### config.mk
export PLATFORM = sky130hd
export DESIGN_NAME = modbus_tcp_client_transaction_top
export DESIGN_NICKNAME = d
export VERILOG_FILES = /design/src/sv/mtc_pkg.sv /design/src/sv/modbus_tcp_client_transaction_top.sv
export VERILOG_INCLUDE_DIRS = /design/src /design/src/sv
export SDC_FILE = /design/constraint.sdc
export NUM_CORES = 1
export LEC_CHECK = 0
export BUFFER_PORTS_ARGS = -buffer_cell sky130_fd_sc_hd__buf_4
export CAP_MARGIN = 20
export CORE_MARGIN = 5
export CORE_UTILIZATION = 42
export DETAILED_ROUTE_END_ITERATION = 8
export GPL_ROUTABILITY_DRIVEN = 0
export PLACE_DENSITY = 0.71
export SLEW_MARGIN = 0
export SYNTH_ARGS = -nofsm -noshare
export SYNTH_HDL_FRONTEND = slang
export SYNTH_SLANG_ARGS = --single-unit
### constraint.sdc
create_clock -name i_clk -period 4.4 [get_ports i_clk]
set_clock_uncertainty 0.2 [all_clocks]
set_input_delay 1.1 -clock i_clk [delete_from_list [all_inputs] [get_ports i_clk]]
set_output_delay 1.1 -clock i_clk [all_outputs]
set_load 0.02 [all_outputs]
### src/sv/modbus_tcp_client_transaction_top_macros.svh
`ifndef MODBUS_TCP_CLIENT_TRANSACTION_TOP_MACROS_SVH
`define MODBUS_TCP_CLIENT_TRANSACTION_TOP_MACROS_SVH

// same-cycle implication, disabled while reset is low
`define MTC_ASSERT_NOW(lbl, clk, rst_n, ante, cons, msg) \
    lbl: assert property (@(posedge clk) disable iff (!(rst_n)) (ante) |-> (cons)) \
        else $error(msg);

// next-cycle implication, disabled while reset is low
`define MTC_ASSERT_NEXT(lbl, clk, rst_n, ante, cons, msg) \
    lbl: assert property (@(posedge clk) disable iff (!(rst_n)) (ante) |=> (cons)) \
        else $error(msg);

`endif

### src/sv/mtc_pkg.sv
package mtc_pkg;

    localparam int HEADER_BYTES = 7;
    localparam int FRAME_BYTES  = 12;
    localparam int IN_DATA_W    = 56;
    localparam int OUT_DATA_W   = 32;

    localparam logic OP_REQUEST = 1'b0;
    localparam logic OP_RX_BYTE = 1'b1;

    localparam logic KIND_TX      = 1'b0;
    localparam logic KIND_VERDICT = 1'b1;

    localparam logic [7:0] FN_READ_HOLDING = 8'h03;
    localparam logic [7:0] FN_READ_INPUT   = 8'h04;
    localparam logic [7:0] FN_WRITE_SINGLE = 8'h06;
    localparam logic [7:0] FN_EXCEPTION    = 8'h80;

    typedef enum logic [2:0] {
        ST_OK       = 3'd0,
        ST_ID       = 3'd1,
        ST_PROTOCOL = 3'd2,
        ST_EXCEPT   = 3'd3,
        ST_COUNT    = 3'd4
    } t_status;

    typedef enum logic [2:0] {
        STEP_HEADER = 3'b001,
        STEP_META   = 3'b010,
        STEP_DATA   = 3'b100
    } t_step;

    // fields from the msb down; unit_id sits in the lowest bits
    typedef struct packed {
        logic [7:0]  rx_byte;
        logic [15:0] write_value;
        logic [15:0] register_address;
        logic [7:0]  function_code;
        logic [7:0]  unit_id;
    } t_in_data;

    typedef struct packed {
        logic [4:0]  pad;
        logic [15:0] register_value;
        t_status     status;
        logic [7:0]  tx_byte;
    } t_out_data;

    function automatic logic is_read(input logic [7:0] fn);
        return (fn == FN_READ_HOLDING) || (fn == FN_READ_INPUT);
    endfunction

    function automatic logic [7:0] frame_byte(
        input logic [3:0]  idx,
        input logic [15:0] tid,
        input logic [7:0]  unit,
        input logic [7:0]  fn,
        input logic [15:0] addr,
        input logic [15:0] cnt
    );
        logic [7:0] b;
        case (idx)
            4'd0:    b = tid[15:8];
            4'd1:    b = tid[7:0];
            4'd5:    b = 8'd6;
            4'd6:    b = unit;
            4'd7:    b = fn;
            4'd8:    b = addr[15:8];
            4'd9:    b = addr[7:0];
            4'd10:   b = cnt[15:8];
            4'd11:   b = cnt[7:0];
            default: b = 8'd0;
        endcase
        return b;
    endfunction

endpackage

### src/sv/modbus_tcp_client_transaction_top.sv
// modbus tcp client transaction engine
// input stream: s_axis_tuser selects the transaction type. 0 issues a request
// (unit, function, address, write value in tdata), 1 delivers one received
// response byte (rx_byte in tdata).
// output stream: m_axis_tuser 0 carries a request frame byte in tdata with
// tlast on the twelfth byte; m_axis_tuser 1 carries the response verdict
// (status and first register value).
// a request bumps the 16-bit transaction id and yields 12 frame bytes, one per
// cycle unless the receiver stalls; the first appears in the cycle after it is
// accepted. the frame sequencer holds tready low while it runs, until it has
// registered the last byte. a response byte is parsed in the cycle it is taken,
// one byte per cycle while tready is high; the final byte registers the verdict.
// the output register lets the next transaction enter while a result waits;
// when the receiver stalls, tready drops only once that register is full.
// a request arriving mid-response drops the partial response.
// reset (synchronous, active low) clears the id to 0, rearms the parser and
// empties the output register.
module modbus_tcp_client_transaction_top (
    input  logic                            i_clk,
    input  logic                            i_rst_n,
    input  logic                            s_axis_tvalid,
    output logic                            s_axis_tready,
    // unit_id, function_code, register_address, write_value, rx_byte
    input  logic [mtc_pkg::IN_DATA_W-1:0]   s_axis_tdata,
    // op
    input  logic                            s_axis_tuser,
    output logic                            m_axis_tvalid,
    input  logic                            m_axis_tready,
    // tx_byte, status, register_value, zero fill
    output logic [mtc_pkg::OUT_DATA_W-1:0]  m_axis_tdata,
    // kind
    output logic                            m_axis_tuser,
    output logic                            m_axis_tlast
);
    import mtc_pkg::*;

    `include "modbus_tcp_client_transaction_top_macros.svh"

    localparam logic [8:0] POS_MAX    = 9'd511;
    localparam logic [8:0] REM_RESET  = 9'(HEADER_BYTES + 1);
    localparam logic [8:0] DATA_START = 9'(HEADER_BYTES + 2);
    localparam logic [3:0] LAST_IDX   = 4'(FRAME_BYTES - 1);

    t_in_data    w_in;
    logic        w_slot;
    logic        w_acc;
    logic        w_acc_req;
    logic        w_acc_rx;

    logic [15:0] r_tid, n_tid;
    logic [7:0]  r_unit;
    logic [7:0]  r_req_fn;
    logic [15:0] r_addr;
    logic [15:0] r_req_cnt, n_req_cnt;
    logic        r_busy;
    logic [3:0]  r_idx;

    t_step       r_step, n_step;
    logic [8:0]  r_rem, n_rem;
    logic [8:0]  r_pos, n_pos;
    logic [8:0]  w_dpos;
    logic [15:0] r_rid, n_rid;
    logic [15:0] r_proto, n_proto;
    logic [7:0]  r_rfn, n_rfn;
    logic [7:0]  r_bcnt, n_bcnt;
    logic [15:0] r_fdw, n_fdw;
    logic        w_done;
    t_status     w_status;
    logic [15:0] w_value;

    logic        r_out_valid;
    logic        r_out_kind;
    logic        r_out_last;
    logic [7:0]  r_out_tx;
    t_status     r_out_status;
    logic [15:0] r_out_value;
    t_out_data   w_out;

    assign w_in          = t_in_data'(s_axis_tdata);
    assign w_slot        = !r_out_valid || m_axis_tready;
    assign s_axis_tready = !r_busy && w_slot;
    assign w_acc         = s_axis_tvalid && s_axis_tready;
    assign w_acc_req     = w_acc && (s_axis_tuser == OP_REQUEST);
    assign w_acc_rx      = w_acc && (s_axis_tuser == OP_RX_BYTE);

    assign n_tid     = r_tid + 16'd1;
    assign n_req_cnt = is_read(w_in.function_code) ? 16'd1 : w_in.write_value;

    // response byte parser
    always_comb begin
        n_rid   = r_rid;
        n_proto = r_proto;
        n_rfn   = r_rfn;
        n_bcnt  = r_bcnt;
        n_fdw   = r_fdw;
        n_step  = r_step;
        w_done  = 1'b0;
        w_dpos  = r_pos - DATA_START;
        n_pos   = (r_pos != POS_MAX) ? r_pos + 9'd1 : r_pos;
        n_rem   = (r_rem != 9'd0) ? r_rem - 9'd1 : r_rem;
        case (r_step)
            STEP_HEADER: begin
                if (r_pos == 9'd0) n_rid[15:8] = w_in.rx_byte;
                if (r_pos == 9'd1) n_rid[7:0] = w_in.rx_byte;
                if (r_pos == 9'd2) n_proto[15:8] = w_in.rx_byte;
                if (r_pos == 9'd3) n_proto[7:0] = w_in.rx_byte;
                if (r_pos == 9'(HEADER_BYTES)) n_rfn = w_in.rx_byte;
            end
            STEP_META: begin
                if (r_pos == 9'(HEADER_BYTES + 1)) n_bcnt = w_in.rx_byte;
            end
            STEP_DATA: begin
                if (w_dpos == 9'd0) n_fdw[15:8] = w_in.rx_byte;
                if (w_dpos == 9'd1) n_fdw[7:0] = w_in.rx_byte;
            end
            default: ;
        endcase
        if (n_rem == 9'd0) begin
            case (r_step)
                STEP_HEADER: begin
                    n_rem  = (n_rfn == FN_WRITE_SINGLE) ? 9'd4 : 9'd1;
                    n_step = STEP_META;
                end
                STEP_META: begin
                    if (is_read(n_rfn) && (n_bcnt != 8'd0)) begin
                        n_rem  = {1'b0, n_bcnt};
                        n_step = STEP_DATA;
                    end else begin
                        w_done = 1'b1;
                    end
                end
                default: w_done = 1'b1;
            endcase
        end
    end

    // verdict, checks in priority order
    always_comb begin
        if (n_rid != r_tid) begin
            w_status = ST_ID;
        end else if (n_proto != 16'd0) begin
            w_status = ST_PROTOCOL;
        end else if (n_rfn >= FN_EXCEPTION) begin
            w_status = ST_EXCEPT;
        end else if (is_read(n_rfn) && (r_req_cnt != {9'd0, n_bcnt[7:1]})) begin
            w_status = ST_COUNT;
        end else begin
            w_status = ST_OK;
        end
        w_value = ((w_status == ST_OK) && is_read(n_rfn)) ? n_fdw : 16'd0;
    end

    // request state and frame sequencer
    always_ff @(posedge i_clk) begin
        if (!i_rst_n) begin
            r_tid     <= 16'd0;
            r_req_fn  <= 8'd0;
            r_req_cnt <= 16'd0;
            r_busy    <= 1'b0;
            r_idx     <= 4'd0;
        end else if (r_busy) begin
            if (w_slot) begin
                r_idx <= r_idx + 4'd1;
                if (r_idx == LAST_IDX) r_busy <= 1'b0;
            end
        end else if (w_acc_req) begin
            r_tid     <= n_tid;
            r_req_fn  <= w_in.function_code;
            r_req_cnt <= n_req_cnt;
            r_busy    <= 1'b1;
            r_idx     <= 4'd1;
        end
    end

    always_ff @(posedge i_clk) begin
        if (w_acc_req) begin
            r_unit <= w_in.unit_id;
            r_addr <= w_in.register_address;
        end
    end

    // response parser state
    always_ff @(posedge i_clk) begin
        if (!i_rst_n || w_acc_req || (w_acc_rx && w_done)) begin
            r_step  <= STEP_HEADER;
            r_rem   <= REM_RESET;
            r_pos   <= 9'd0;
            r_rid   <= 16'd0;
            r_proto <= 16'd0;
            r_rfn   <= 8'd0;
            r_bcnt  <= 8'd0;
            r_fdw   <= 16'd0;
        end else if (w_acc_rx) begin
            r_step  <= n_step;
            r_rem   <= n_rem;
            r_pos   <= n_pos;
            r_rid   <= n_rid;
            r_proto <= n_proto;
            r_rfn   <= n_rfn;
            r_bcnt  <= n_bcnt;
            r_fdw   <= n_fdw;
        end
    end

    // output register
    always_ff @(posedge i_clk) begin
        if (!i_rst_n) begin
            r_out_valid <= 1'b0;
        end else if (r_busy && w_slot) begin
            r_out_valid <= 1'b1;
        end else if (w_acc_req || (w_acc_rx && w_done)) begin
            r_out_valid <= 1'b1;
        end else if (m_axis_tready) begin
            r_out_valid <= 1'b0;
        end
    end

    always_ff @(posedge i_clk) begin
        if (r_busy && w_slot) begin
            r_out_kind   <= KIND_TX;
            r_out_tx     <= frame_byte(r_idx, r_tid, r_unit, r_req_fn, r_addr, r_req_cnt);
            r_out_last   <= (r_idx == LAST_IDX);
            r_out_status <= ST_OK;
            r_out_value  <= 16'd0;
        end else if (w_acc_req) begin
            r_out_kind   <= KIND_TX;
            r_out_tx     <= n_tid[15:8];
            r_out_last   <= 1'b0;
            r_out_status <= ST_OK;
            r_out_value  <= 16'd0;
        end else if (w_acc_rx && w_done) begin
            r_out_kind   <= KIND_VERDICT;
            r_out_tx     <= 8'd0;
            r_out_last   <= 1'b0;
            r_out_status <= w_status;
            r_out_value  <= w_value;
        end
    end

    always_comb begin
        w_out                = '0;
        w_out.tx_byte        = r_out_tx;
        w_out.status         = r_out_status;
        w_out.register_value = r_out_value;
    end

    assign m_axis_tvalid = r_out_valid;
    assign m_axis_tdata  = OUT_DATA_W'(w_out);
    assign m_axis_tuser  = r_out_kind;
    assign m_axis_tlast  = r_out_last;

    `MTC_ASSERT_NEXT(a_req_starts_frame, i_clk, i_rst_n, w_acc_req,
        r_busy && (r_idx == 4'd1) && r_out_valid && (r_out_kind == KIND_TX)
        && (r_out_tx == r_tid[15:8]), "request did not start its frame")
    `MTC_ASSERT_NOW(a_last_ends_frame, i_clk, i_rst_n, r_out_valid && r_out_last,
        (r_out_kind == KIND_TX) && !r_busy, "frame end mark while sequencer busy")
    `MTC_ASSERT_NOW(a_header_pos, i_clk, i_rst_n, r_step == STEP_HEADER,
        r_pos <= 9'(HEADER_BYTES), "header step past function byte")
    `MTC_ASSERT_NOW(a_bad_verdict_no_value, i_clk, i_rst_n,
        r_out_valid && (r_out_kind == KIND_VERDICT) && (r_out_status != ST_OK),
        r_out_value == 16'd0, "failed verdict carries a register value")
    `MTC_ASSERT_NOW(a_busy_blocks_input, i_clk, i_rst_n, r_busy && (r_idx == 4'd0),
        1'b0, "frame sequencer busy with index zero")

endmodule
======== Yosys cells after proc, flatten, opt, wreduce, memory -nomap -nowiden ========
Cells that the tools add are included.
cells by class
  add/subtract/negate cells ............... 5
  order comparisons ....................... 1
  equal/unequal tests ..................... 27
  muxes and demuxes ....................... 46
  bitwise logic cells ..................... 2
  reductions and logical operators ........ 35
operators with widths
  operator                                                          number
  8-bit 2-to-1 mux                                                  13
  16-bit 2-to-1 mux                                                 5
  8-bit case mux with 9 select lines                                1
  9-bit zero test                                                   3
  9-bit 2-to-1 mux                                                  3
  8-bit by 3-bit == test with 1-bit output (second input constant)  3
  9-bit by 1-bit == test with 1-bit output (second input constant)  2
  9-bit by 2-bit == test with 1-bit output (second input constant)  2
  3-bit 2-to-1 mux                                                  6
  9-bit case mux with 2 select lines                                1
  16-bit by 1-bit adder with 16-bit output (second input constant)  1
  4-bit == test (second input constant)                             4
  8-bit by 2-bit == test with 1-bit output (second input constant)  2
  16-bit inequality test                                            1
  16-bit by 7-bit inequality test with 1-bit output                 1
  16-bit nonzero test                                               1
  4-bit by 3-bit == test with 1-bit output (second input constant)  3
  1-bit 2-to-1 mux                                                  12
  4-bit 2-to-1 mux                                                  3
  9-bit by 1-bit adder with 9-bit output (second input constant)    1
  9-bit by 3-bit == test with 1-bit output (second input constant)  1
  9-bit by 4-bit == test with 1-bit output (second input constant)  1
  1-bit logical AND                                                 9
  9-bit inequality test (second input constant)                     1
  other kinds (23)                                                  36
storage, ports and cells
  flip-flop bits (word level) ............. 184
  bits of input ports ..................... 61
  output and inout bits ................... 36
  word-level logic and storage cells ...... 137

======== Logic depth before layout (Yosys ltp) ========
Gate-level depths: netlist of run 1.
  depth after elaboration ................. 13
  gate-level depth with buffers ........... 11
  gate-level depth less buffers ........... 9

======== Worst setup path before layout of run 1 ========
OpenSTA, ideal clock, no wires.
  path kind ............................... input -> register
  start ................................... in m_axis_tready
  end ..................................... reg r_addr[0] (enable)
  setup time .............................. 397 ps
  arrival time ............................ 2700 ps
  required time ........................... 3803 ps
  setup slack ............................. 1103 ps
  stages on the path ...................... 5
  path buffers ............................ 1
  cells stage by stage .................... nor2b_1 -> nor2_1 -> nand3b_1 -> clkinv_1 -> clkbuf_1
on the way
  longest elaborated chain between the ends .. 4
RTL lines
  what                  RTL line                                  source
  start, declared       modbus_tcp_client_transaction_top.sv:28   input logic m_axis_tready,
  1-bit logical OR      modbus_tcp_client_transaction_top.sv:80   assign w_slot = !r_out_valid || m_axis_tready;
  1-bit logical AND     modbus_tcp_client_transaction_top.sv:81   assign s_axis_tready = !r_busy && w_slot;
  net s_axis_tready     modbus_tcp_client_transaction_top.sv:22   output logic s_axis_tready,
  1-bit logical AND     modbus_tcp_client_transaction_top.sv:82   assign w_acc = s_axis_tvalid && s_axis_tready;
  1-bit logical AND     modbus_tcp_client_transaction_top.sv:83   assign w_acc_req = w_acc && (s_axis_tuser == OP_REQUEST);
  net w_acc_req         modbus_tcp_client_transaction_top.sv:47   logic w_acc_req;
  end signal, assigned  modbus_tcp_client_transaction_top.sv:178  r_addr <= w_in.register_address;
  end, declared         modbus_tcp_client_transaction_top.sv:53   logic [15:0] r_addr;
The timed path passes the listed nets, and every way through them passes these cells.
A chain may end at the register's enable or synchronous reset.

======== Worst setup path in the final report of run 1 ========
  start ................................... reg r_pos[0]
  end ..................................... reg r_fdw[15]
on the way
  longest elaborated chain between the ends .. 11
  elaborated cells on any way between the ends .. 20
  those cells by class .................... add/sub: 1; eq/ne: 4; mux: 9; reduce/logical: 6
RTL lines
  what                                                                                                         RTL line                                  source
  start, declared                                                                                              modbus_tcp_client_transaction_top.sv:60   logic [8:0] r_pos, n_pos;
  start signal, assigned                                                                                       modbus_tcp_client_transaction_top.sv:196  r_pos <= n_pos;
  9-bit by 3-bit == test with 1-bit output                                                                     modbus_tcp_client_transaction_top.sv:107  if (r_pos == 9'(HEADER_BYTES)) n_rfn = w_in.rx_byte;
  8-bit 2-to-1 mux                                                                                             modbus_tcp_client_transaction_top.sv:107
  8-bit 2-to-1 mux                                                                                             modbus_tcp_client_transaction_top.sv:101  case (r_step)
  8-bit by 2-bit == test with 1-bit output / 8-bit by 3-bit == test with 1-bit output (equally long branches)  mtc_pkg.sv:50                             return (fn == FN_READ_HOLDING) || (fn == FN_READ_INPUT);
  1-bit logical OR                                                                                             mtc_pkg.sv:50
  1-bit logical AND                                                                                            modbus_tcp_client_transaction_top.sv:125  if (is_read(n_rfn) && (n_bcnt != 8'd0)) begin
  1-bit 2-to-1 mux                                                                                             modbus_tcp_client_transaction_top.sv:125
  1-bit case mux with 2 select lines                                                                           modbus_tcp_client_transaction_top.sv:119  case (r_step)
  1-bit 2-to-1 mux                                                                                             modbus_tcp_client_transaction_top.sv:118  if (n_rem == 9'd0) begin
  1-bit logical AND                                                                                            modbus_tcp_client_transaction_top.sv:184  if (!i_rst_n || w_acc_req || (w_acc_rx && w_done)) begin
  1-bit logical OR                                                                                             modbus_tcp_client_transaction_top.sv:184
  end signal, assigned                                                                                         modbus_tcp_client_transaction_top.sv:201  r_fdw <= n_fdw;
  end, declared                                                                                                modbus_tcp_client_transaction_top.sv:66   logic [15:0] r_fdw, n_fdw;
Several ways; a longest one is shown, not always the timed one.

==> run summary, run 1 <==
# resized after CTS -> 0
Initial Util -> 0.430
first drt pass iteration count -> 5
Clock Tree Buf Depth -> 2
Avg Inst Size Synth -> 9.13 sq um
min cycle time layout -> 3.51 ns
Crit Path Max Fanout -> 54
CP arrival -> 3.64 ns
max-slew violation count -> 0
PwrDens -> 347 nW/um^2
Die Width -> 160 um
gr usage total -> 0.190
synthesized instance count -> 1,035
share of cells above drive strength 1 -> 0.163
Synth cell types -> 83
CTS buffer count -> 17
CTS tree -> done
Core Rows -> 54
Synth Flop Type -> dfxtp_1
hold buffer count at CTS -> 0
max-cap violations -> 0
crit path launch type -> flip-flop
Layout Utilization -> 0.489
sequential area share after synthesis -> 0.425
Mapped Area -> 9450 sq um
clk_lat worst skew -> 0.44 ns
final period utilization -> 0.798
non-filler cells, final -> 1,366
commonest non-fill, non-tap cell in the layout -> dfxtp_1
Initial DRC Count -> 771
number of global-route vias before repair -> 7,465
leakage power -> 0.00402 uW
final setup fails -> 0
H-Tree Depth -> 4
Worst EP required -> 4.53 ns
FMAX -> 0.285 GHz
antenna-violating nets left -> 0
drt wl/cell -> 18.1 um
final WL -> 24,700 um
actual slew at the worst max-slew pin -> 1.04 ns
Slew HR -> 0.305
DRC -> 0
TNS Setup -> 0 ns
Worst Hold Class -> flip-flop to flip-flop
Placed Cells -> 1,335
via/cell ratio -> 5.74
area delta synth->final -> 13.7%
first-pass GRT wire length -> 40,000 um
Final Hold Viols -> 0
root buffer cell -> clkbuf_16
Die H -> 160 um
DP HPWL -> 17,200 um
CTS Sinks -> 184
ANT cells -> 0
port bufs -> 91
Peak VDD IR -> 181 uV
total congestion overflow -> 0
die footprint -> 25,600 sq um
most frequent cells in the layout -> dfxtp_1 (151), nand2_1 (108), buf_4 (102), nor2_1 (80), a21oi_1 (72)
Worst Setup End Kind -> flip-flop
#FFs+latches synth -> 184
unrepaired setup endpoints after global routing -> false
Setup Buffers After CTS -> 0
largest net degree at the start of global routing -> 55
clock slew at reported path FFs -> 0.07 ns
Yosys warnings -> 0
post-layout net count -> 1,149
Crit Path Category -> flip-flop to flip-flop
initial antenna violation count -> 0
Ports -> 97
FFs w/ async S/R, synth -> 0
core area -> 22,000 sq um
outcome -> complete, no violations
via count -> 7,842
Tot Pwr -> 3730 uW
Post-synth EDFFs -> 33
-- kinds of logic after synthesis --
logic type | count (synthesis) | share of synthesized area
DFF | 184 | 0.425
xor gates and xnor gates | 65 | 0.0602
buffers and inverters | 108 | 0.0584
adders and majority gates | 14 | 0.0185
and+or+nand+nor | 373 | 0.202
other | 1 | 0.000397
muxes | 57 | 0.0610
AOI/OAI and AO/OA | 233 | 0.175
-- registers in the layout, indices dropped and copies added, names as in the netlist, 9 cells and up --
signal       count
r_pos            9
r_fdw           16
r_rid           16
r_rem            9
r_tid           16
r_req_cnt       16
r_out_value     16
r_addr          16
r_proto         16
-- per-layer routing --
metal	GRT usage	wire length (um)	vias up
met5	0	0	-
li1	-	-	3776
met4	0.0594	461	0
met2	0.308	11900	238
met3	0.0363	1200	35
met1	0.256	11100	3793
-- Yosys cell counts, types with 14 or more instances --
library cell,instances,share of area
a21oi_1,72,0.038
nor3_1,20,0.011
nand3_1,50,0.026
nand2_1,108,0.043
clkbuf_1,47,0.019
xor2_1,20,0.019
a22o_1,16,0.015
mux2i_1,54,0.057
nand4_1,16,0.011
edfxtp_1,33,0.10
a22oi_1,19,0.015
dfxtp_1,151,0.32
nor2_1,81,0.032
and2_1,18,0.012
o21ai_0,30,0.016
inv_1,17,0.0068
xnor2_1,45,0.042
ha_1,14,0.019
-- stage by stage --
stage / hold slack [ns] / instance area, sq um / setup WS, ns
finish: 0.252 / 10700 / 0.889
global route: 0.268 / 10700 / 0.627
detailed placement: 0.244 / 10100 / 0.764
CTS: 0.253 / 10700 / 0.930
global placement: 0.239 / 10100 / 0.817
floorplan: 0.231 / 9470 / 1.10
-- report_power, final --
| part | internal, uW | switching (uW) |
|---|---|---|
| registers | 1760 | 37.5 |
| clock network | 868 | 674 |
| logic | 146 | 250 |
-- worst paths after layout --
check                                  from     endpoint  slack (ns)  cells after the start
worst min-delay path            r_proto[13]  r_proto[13]        0.25                      2
worst min register to register  r_proto[13]  r_proto[13]        0.25                      2
worst max-delay path               r_pos[0]    r_fdw[15]        0.89                      8
worst max register to register     r_pos[0]    r_fdw[15]        0.89                      8
-- critical path, cell delays in order, from the launching register on --
cell and delay (ns):
dfxtp_1 0.51, ha_1 0.22, and2_0 0.33, nand4_2 0.39, mux2i_2 0.40, o21ai_2 0.17, o21ai_4 0.73, buf_12 0.33
nor2_1 0.09
-- final cells by class --
| type | instances | area, sq um |
|---|---|---|
| clock buffer | 20 | 489 |
| timing repair buffer | 103 | 786 |
| tap | 280 | 350 |
| clock inverter | 11 | 108 |
| inverter | 21 | 78.8 |
| multi-input combinational | 747 | 4920 |
| sequential | 184 | 4010 |
| fill | 2017 | 11200 |
Power figures use the tool's default switching activity.
==> run 2: changes to the inputs <==
==> constraint.sdc (replaced) <==
create_clock -name i_clk -period 3.5 [get_ports i_clk]
set_clock_uncertainty 0.2 [all_clocks]
set_input_delay 0.875 -clock i_clk [delete_from_list [all_inputs] [get_ports i_clk]]
set_output_delay 0.875 -clock i_clk [all_outputs]
set_load 0.02 [all_outputs]
==> run summary, run 2 (synthesis results as in run 1) <==
Worst Setup End Kind -> flip-flop
CTS Sinks -> 184
port bufs -> 91
PwrDens -> 430 nW/um^2
Initial DRC Count -> 581
hold_ws -> 0.254 ns
slowest cell on the critical path -> nand4_4
Tot Pwr -> 4720 uW
H-Tree Depth -> 4
Ports -> 97
clk_lat worst skew -> 0.43 ns
largest net degree at the start of global routing -> 41
post-layout net count -> 1,175
Min-Delay Path Depth -> 2
via count -> 8,039
Placed Cells -> 1,360
die footprint -> 25,600 sq um
Core Rows -> 54
max-slew violation count -> 0
Levels on crit path -> 10
Slew HR -> 0.169
min cycle time layout -> 3.21 ns
gr usage total -> 0.188
leakage power -> 0.00414 uW
R2R depth -> 10
CTS buffer count -> 17
initial antenna violation count -> 0
Peak VDD IR -> 327 uV
crit path launch type -> flip-flop
clock slew at reported path FFs -> 0.08 ns
Crit Path Max Fanout -> 16
TNS Setup -> 0 ns
drt wl/cell -> 18.1 um
area delta synth->final -> 16.1%
Worst Hold Class -> flip-flop to flip-flop
actual slew at the worst max-slew pin -> 1.24 ns
unrepaired setup endpoints after global routing -> false
Worst R2R Start -> r_rem[0]
max-cap violations -> 0
R2R Setup Slk -> 0.29 ns
Setup Buffers After CTS -> 0
DRC -> 0
critical path launch point -> r_rem[0]
total congestion overflow -> 0
root buffer cell -> clkbuf_16
Die Width -> 160 um
Fillers -> 2,001
area of the multi-input gates -> 4950 sq um
final WL -> 25,200 um
antenna-violating nets left -> 0
CP arrival -> 3.37 ns
CP Cell Sequence -> inv_1 -> ha_1 -> nor4b_2 -> nand2_1 -> mux2i_1 -> nand4_1 -> buf_4 -> nor2_2 -> nand4_4 -> o2bb2ai_1
final setup fails -> 0
first drt pass iteration count -> 5
CTS tree -> done
DP HPWL -> 17,800 um
share of cells above drive strength 1 -> 0.185
Worst EP required -> 3.66 ns
FF+latch area -> 4010 sq um
first-pass GRT wire length -> 39,600 um
Crit Path Category -> flip-flop to flip-flop
Crit path largest cell delay -> 0.37 ns
FMAX -> 0.312 GHz
worst hold start -> r_proto[13]
number of global-route vias before repair -> 7,523
most frequent cells in the layout -> dfxtp_1 (151), buf_4 (126), nand2_1 (108), nor2_1 (80), a21oi_1 (72)
commonest non-fill, non-tap cell in the layout -> dfxtp_1
Final Hold Viols -> 0
critical path's top delay family -> simple AND/OR/NAND/NOR gates
final period utilization -> 0.917
Die H -> 160 um
ANT cells -> 0
via/cell ratio -> 5.77
core area -> 22,000 sq um
Initial Util -> 0.430
Worst Path Buf+Inv -> 2
non-filler cells, final -> 1,393
outcome -> complete, no violations
Clock Tree Buf Depth -> 2
==> run 2: cell count changes in the layout (fill, tap and decap cells not counted), sizes merged <==
cell | before | now
buf | 103 | 128
clkinv | 6 | 4
clkbuf | 20 | 21
o21ai | 34 | 35
clkinvlp | 1 | 3
==> run 2: metal layers <==
layer | GRT usage | part of all wire | vias to the layer above
met4 | 0.0716 | 0.028 | 0
met5 | 0 | 0 | -
met1 | 0.254 | 0.45 | 3892
li1 | - | - | 3845
met2 | 0.301 | 0.47 | 257
met3 | 0.0366 | 0.057 | 45
==> run 2: cell type report <==
class / instances / share of cell area
Sequential cell: 184 / 0.366
Clock inverter: 11 / 0.00969
Inverter: 21 / 0.00718
Multi-Input combinational cell: 748 / 0.451
Clock buffer: 21 / 0.0449
Timing Repair Buffer: 128 / 0.0898
Tap cell: 280 / 0.0319
==> run 2: what timing repair did <==
action / CTS / global route
hold endpoints to repair: 0 / 0
setup endpoints to repair: 0 / 98
gates resized for setup: 0 / 3
hold buffers: 0 / 0
==> run 2: final timing paths <==
path | to
max | r_out_value[7]
max reg2reg | r_out_value[7]
min reg2reg | r_proto[13]
min | r_proto[13]
==> run 2: power by group <==
group | leakage (uW) | internal, uW | switching, uW
clock | 0.000287 | 1090 | 846
combinational | 0.00233 | 202 | 327
sequential | 0.00153 | 2210 | 44.0
total | 0.00414 | 3510 | 1220
==> run 2: per-stage QoR <==
stage	instance area (sq um)	util	setup WS (ns)
floorplan	9470	-	0.428
global placement	10300	0.471	-0.0225
detailed placement	10300	0.471	-0.0701
CTS	10900	0.499	0.163
global route	11000	0.500	0.00343
finish	11000	0.500	0.291
==> run 2: worst register-to-register path: stages (launching register included) <==
cell and delay, ns:
dfxtp_1 0.35, inv_1 0.14, ha_1 0.18, nor4b_2 0.27, nand2_1 0.22, mux2i_1 0.33
nand4_1 0.33, buf_4 0.24, nor2_2 0.25, nand4_4 0.37, o2bb2ai_1 0.28
==> run 3: changes to the inputs <==
--- a/config.mk
+++ b/config.mk
@@ -8,11 +8,13 @@
 export LEC_CHECK = 0
 export BUFFER_PORTS_ARGS = -buffer_cell sky130_fd_sc_hd__buf_4
 export CAP_MARGIN = 20
+export CELL_PAD_IN_SITES_DETAIL_PLACEMENT = 0
+export CELL_PAD_IN_SITES_GLOBAL_PLACEMENT = 1
 export CORE_MARGIN = 5
 export CORE_UTILIZATION = 42
 export DETAILED_ROUTE_END_ITERATION = 8
 export GPL_ROUTABILITY_DRIVEN = 0
-export PLACE_DENSITY = 0.71
+export PLACE_DENSITY = 0.86
 export SLEW_MARGIN = 0
 export SYNTH_ARGS = -nofsm -noshare
 export SYNTH_HDL_FRONTEND = slang
==> constraint.sdc (replaced) <==
create_clock -name i_clk -period 3.9 [get_ports i_clk]
set_clock_uncertainty 0.2 [all_clocks]
set_input_delay 0.975 -clock i_clk [delete_from_list [all_inputs] [get_ports i_clk]]
set_output_delay 0.975 -clock i_clk [all_outputs]
set_load 0.02 [all_outputs]
==> run summary, run 3 (synthesis results as in run 1) <==
grt met3 use -> 0.0325
via/cell ratio -> 5.66
non-filler cells, final -> 1,378
first-pass GRT wire length -> 40,500 um
R2R depth -> 9
Final Hold Viols -> 0
area delta synth->final -> 14.3%
Place WS -> 0.416 ns
CTS buffer count -> 17
Setup Buffers After CTS -> 0
slowest cell on the critical path -> dfxtp_1
final period utilization -> 0.828
outcome -> complete, no violations
clk_lat worst skew -> 0.44 ns
number of global-route vias before repair -> 7,397
Final WS setup -> 0.672 ns
Crit Path Category -> flip-flop to flip-flop
most frequent cells in the layout -> dfxtp_1 (151), buf_4 (114), nand2_1 (108), nor2_1 (80), a21oi_1 (72)
core area -> 22,000 sq um
Worst R2R Start -> r_pos[0]
Core Rows -> 54
CTS Sinks -> 184
Placed Cells -> 1,346
Min-Delay Path Depth -> 2
PwrDens -> 384 nW/um^2
initial antenna violation count -> 0
total congestion overflow -> 0
port bufs -> 91
DRC -> 0
first drt pass iteration count -> 7
Crit path largest cell delay -> 0.54 ns
Slew HR -> 0.277
DP HPWL -> 17,900 um
Tot Pwr -> 4150 uW
Clock Tree Buf Depth -> 2
CTS tree -> done
Initial Util -> 0.430
Worst Setup End Kind -> flip-flop
GR peak layer -> met2
Peak VDD IR -> 189 uV
Worst Hold Class -> flip-flop to flip-flop
gr usage total -> 0.194
final setup fails -> 0
root buffer cell -> clkbuf_16
TNS Setup -> 0 ns
max-slew violation count -> 0
post-layout net count -> 1,161
# resized after CTS -> 0
commonest non-fill, non-tap cell in the layout -> dfxtp_1
hold buffer count at CTS -> 0
Initial DRC Count -> 706
worst hold start -> r_proto[10]
CP Cell Sequence -> inv_1 -> ha_1 -> and3b_1 -> and4_1 -> nor3b_1 -> o21ai_0 -> a211oi_4 -> nand4_4 -> o2bb2ai_1
largest net degree at the start of global routing -> 68
drt wl/cell -> 18.3 um
R2R Setup Slk -> 0.67 ns
H-Tree Depth -> 4
ANT cells -> 0
Die Width -> 160 um
share of cells above drive strength 1 -> 0.171
Crit Path Max Fanout -> 16
Worst EP required -> 4.06 ns
leakage power -> 0.00406 uW
final WL -> 25,300 um
Die H -> 160 um
max-cap violations -> 0
crit path launch type -> flip-flop
actual slew at the worst max-slew pin -> 1.08 ns
min cycle time layout -> 3.23 ns
CP arrival -> 3.39 ns
met2 Resource Use GR -> 0.298
Ports -> 97
clock slew at reported path FFs -> 0.07 ns
reg2reg end -> r_out_value[4]
via count -> 7,796
unrepaired setup endpoints after global routing -> false
met1 Use GR -> 0.279
die footprint -> 25,600 sq um
antenna-violating nets left -> 0
Hold EP -> r_proto[10]
FMAX -> 0.310 GHz
-- run 3: worst max-delay path by stage --
stage                 endpoint  slack [ns]  cells after the start        startpoint
6_report        r_out_value[4]        0.67                      9          r_pos[0]
3_5_place_dp   r_out_value[10]        0.42                      8  s_axis_tdata[49]
5_1_grt               r_fdw[4]        0.34                      9          r_pos[0]
3_3_place_gp    r_out_value[9]        0.52                      8  s_axis_tdata[49]
2_1_floorplan        r_addr[0]        0.73                      5     m_axis_tready
4_1_cts               r_fdw[4]        0.68                      9          r_pos[0]
-- run 3: critical path: cells and delay by family (launching register included) --
kind | cells | cell delay (ns)
simple gates | 4 | 1.20
compound gates | 3 | 0.82
flops | 1 | 0.54
fa+ha+maj | 1 | 0.24
buf+inv | 1 | 0.15
-- run 3: layout make-up --
type / count / area (sq um)
fill: 2040 / 11200
multi-input combinational: 747 / 4920
sequential: 184 / 4010
timing repair buffer: 115 / 876
clock buffer: 19 / 454
tap: 280 / 350
clock inverter: 12 / 113
inverter: 21 / 78.8
-- run 3: metrics by stage --
| step | hold WS (ns) | util | cell area (sq um) |
|---|---|---|---|
| floorplan | 0.231 | - | 9470 |
| global placement | 0.240 | 0.466 | 10200 |
| detailed placement | 0.248 | 0.466 | 10200 |
| CTS | 0.257 | 0.492 | 10800 |
| global route | 0.274 | 0.492 | 10800 |
| finish | 0.257 | 0.492 | 10800 |
-- run 3: where the power goes --
group	internal (uW)	leakage (uW)	switching (uW)
Combinational	171	0.00225	287
Clock	875	0.000277	793
Sequential	1980	0.00153	41.7
Total	3030	0.00406	1120
-- run 3: per-layer routing --
metal	wire, um	vias up	part of all wire
met4	507	0	0.020
li1	-	3800	-
met3	1250	45	0.050
met2	11700	213	0.46
met5	0	-	0
met1	11800	3738	0.47
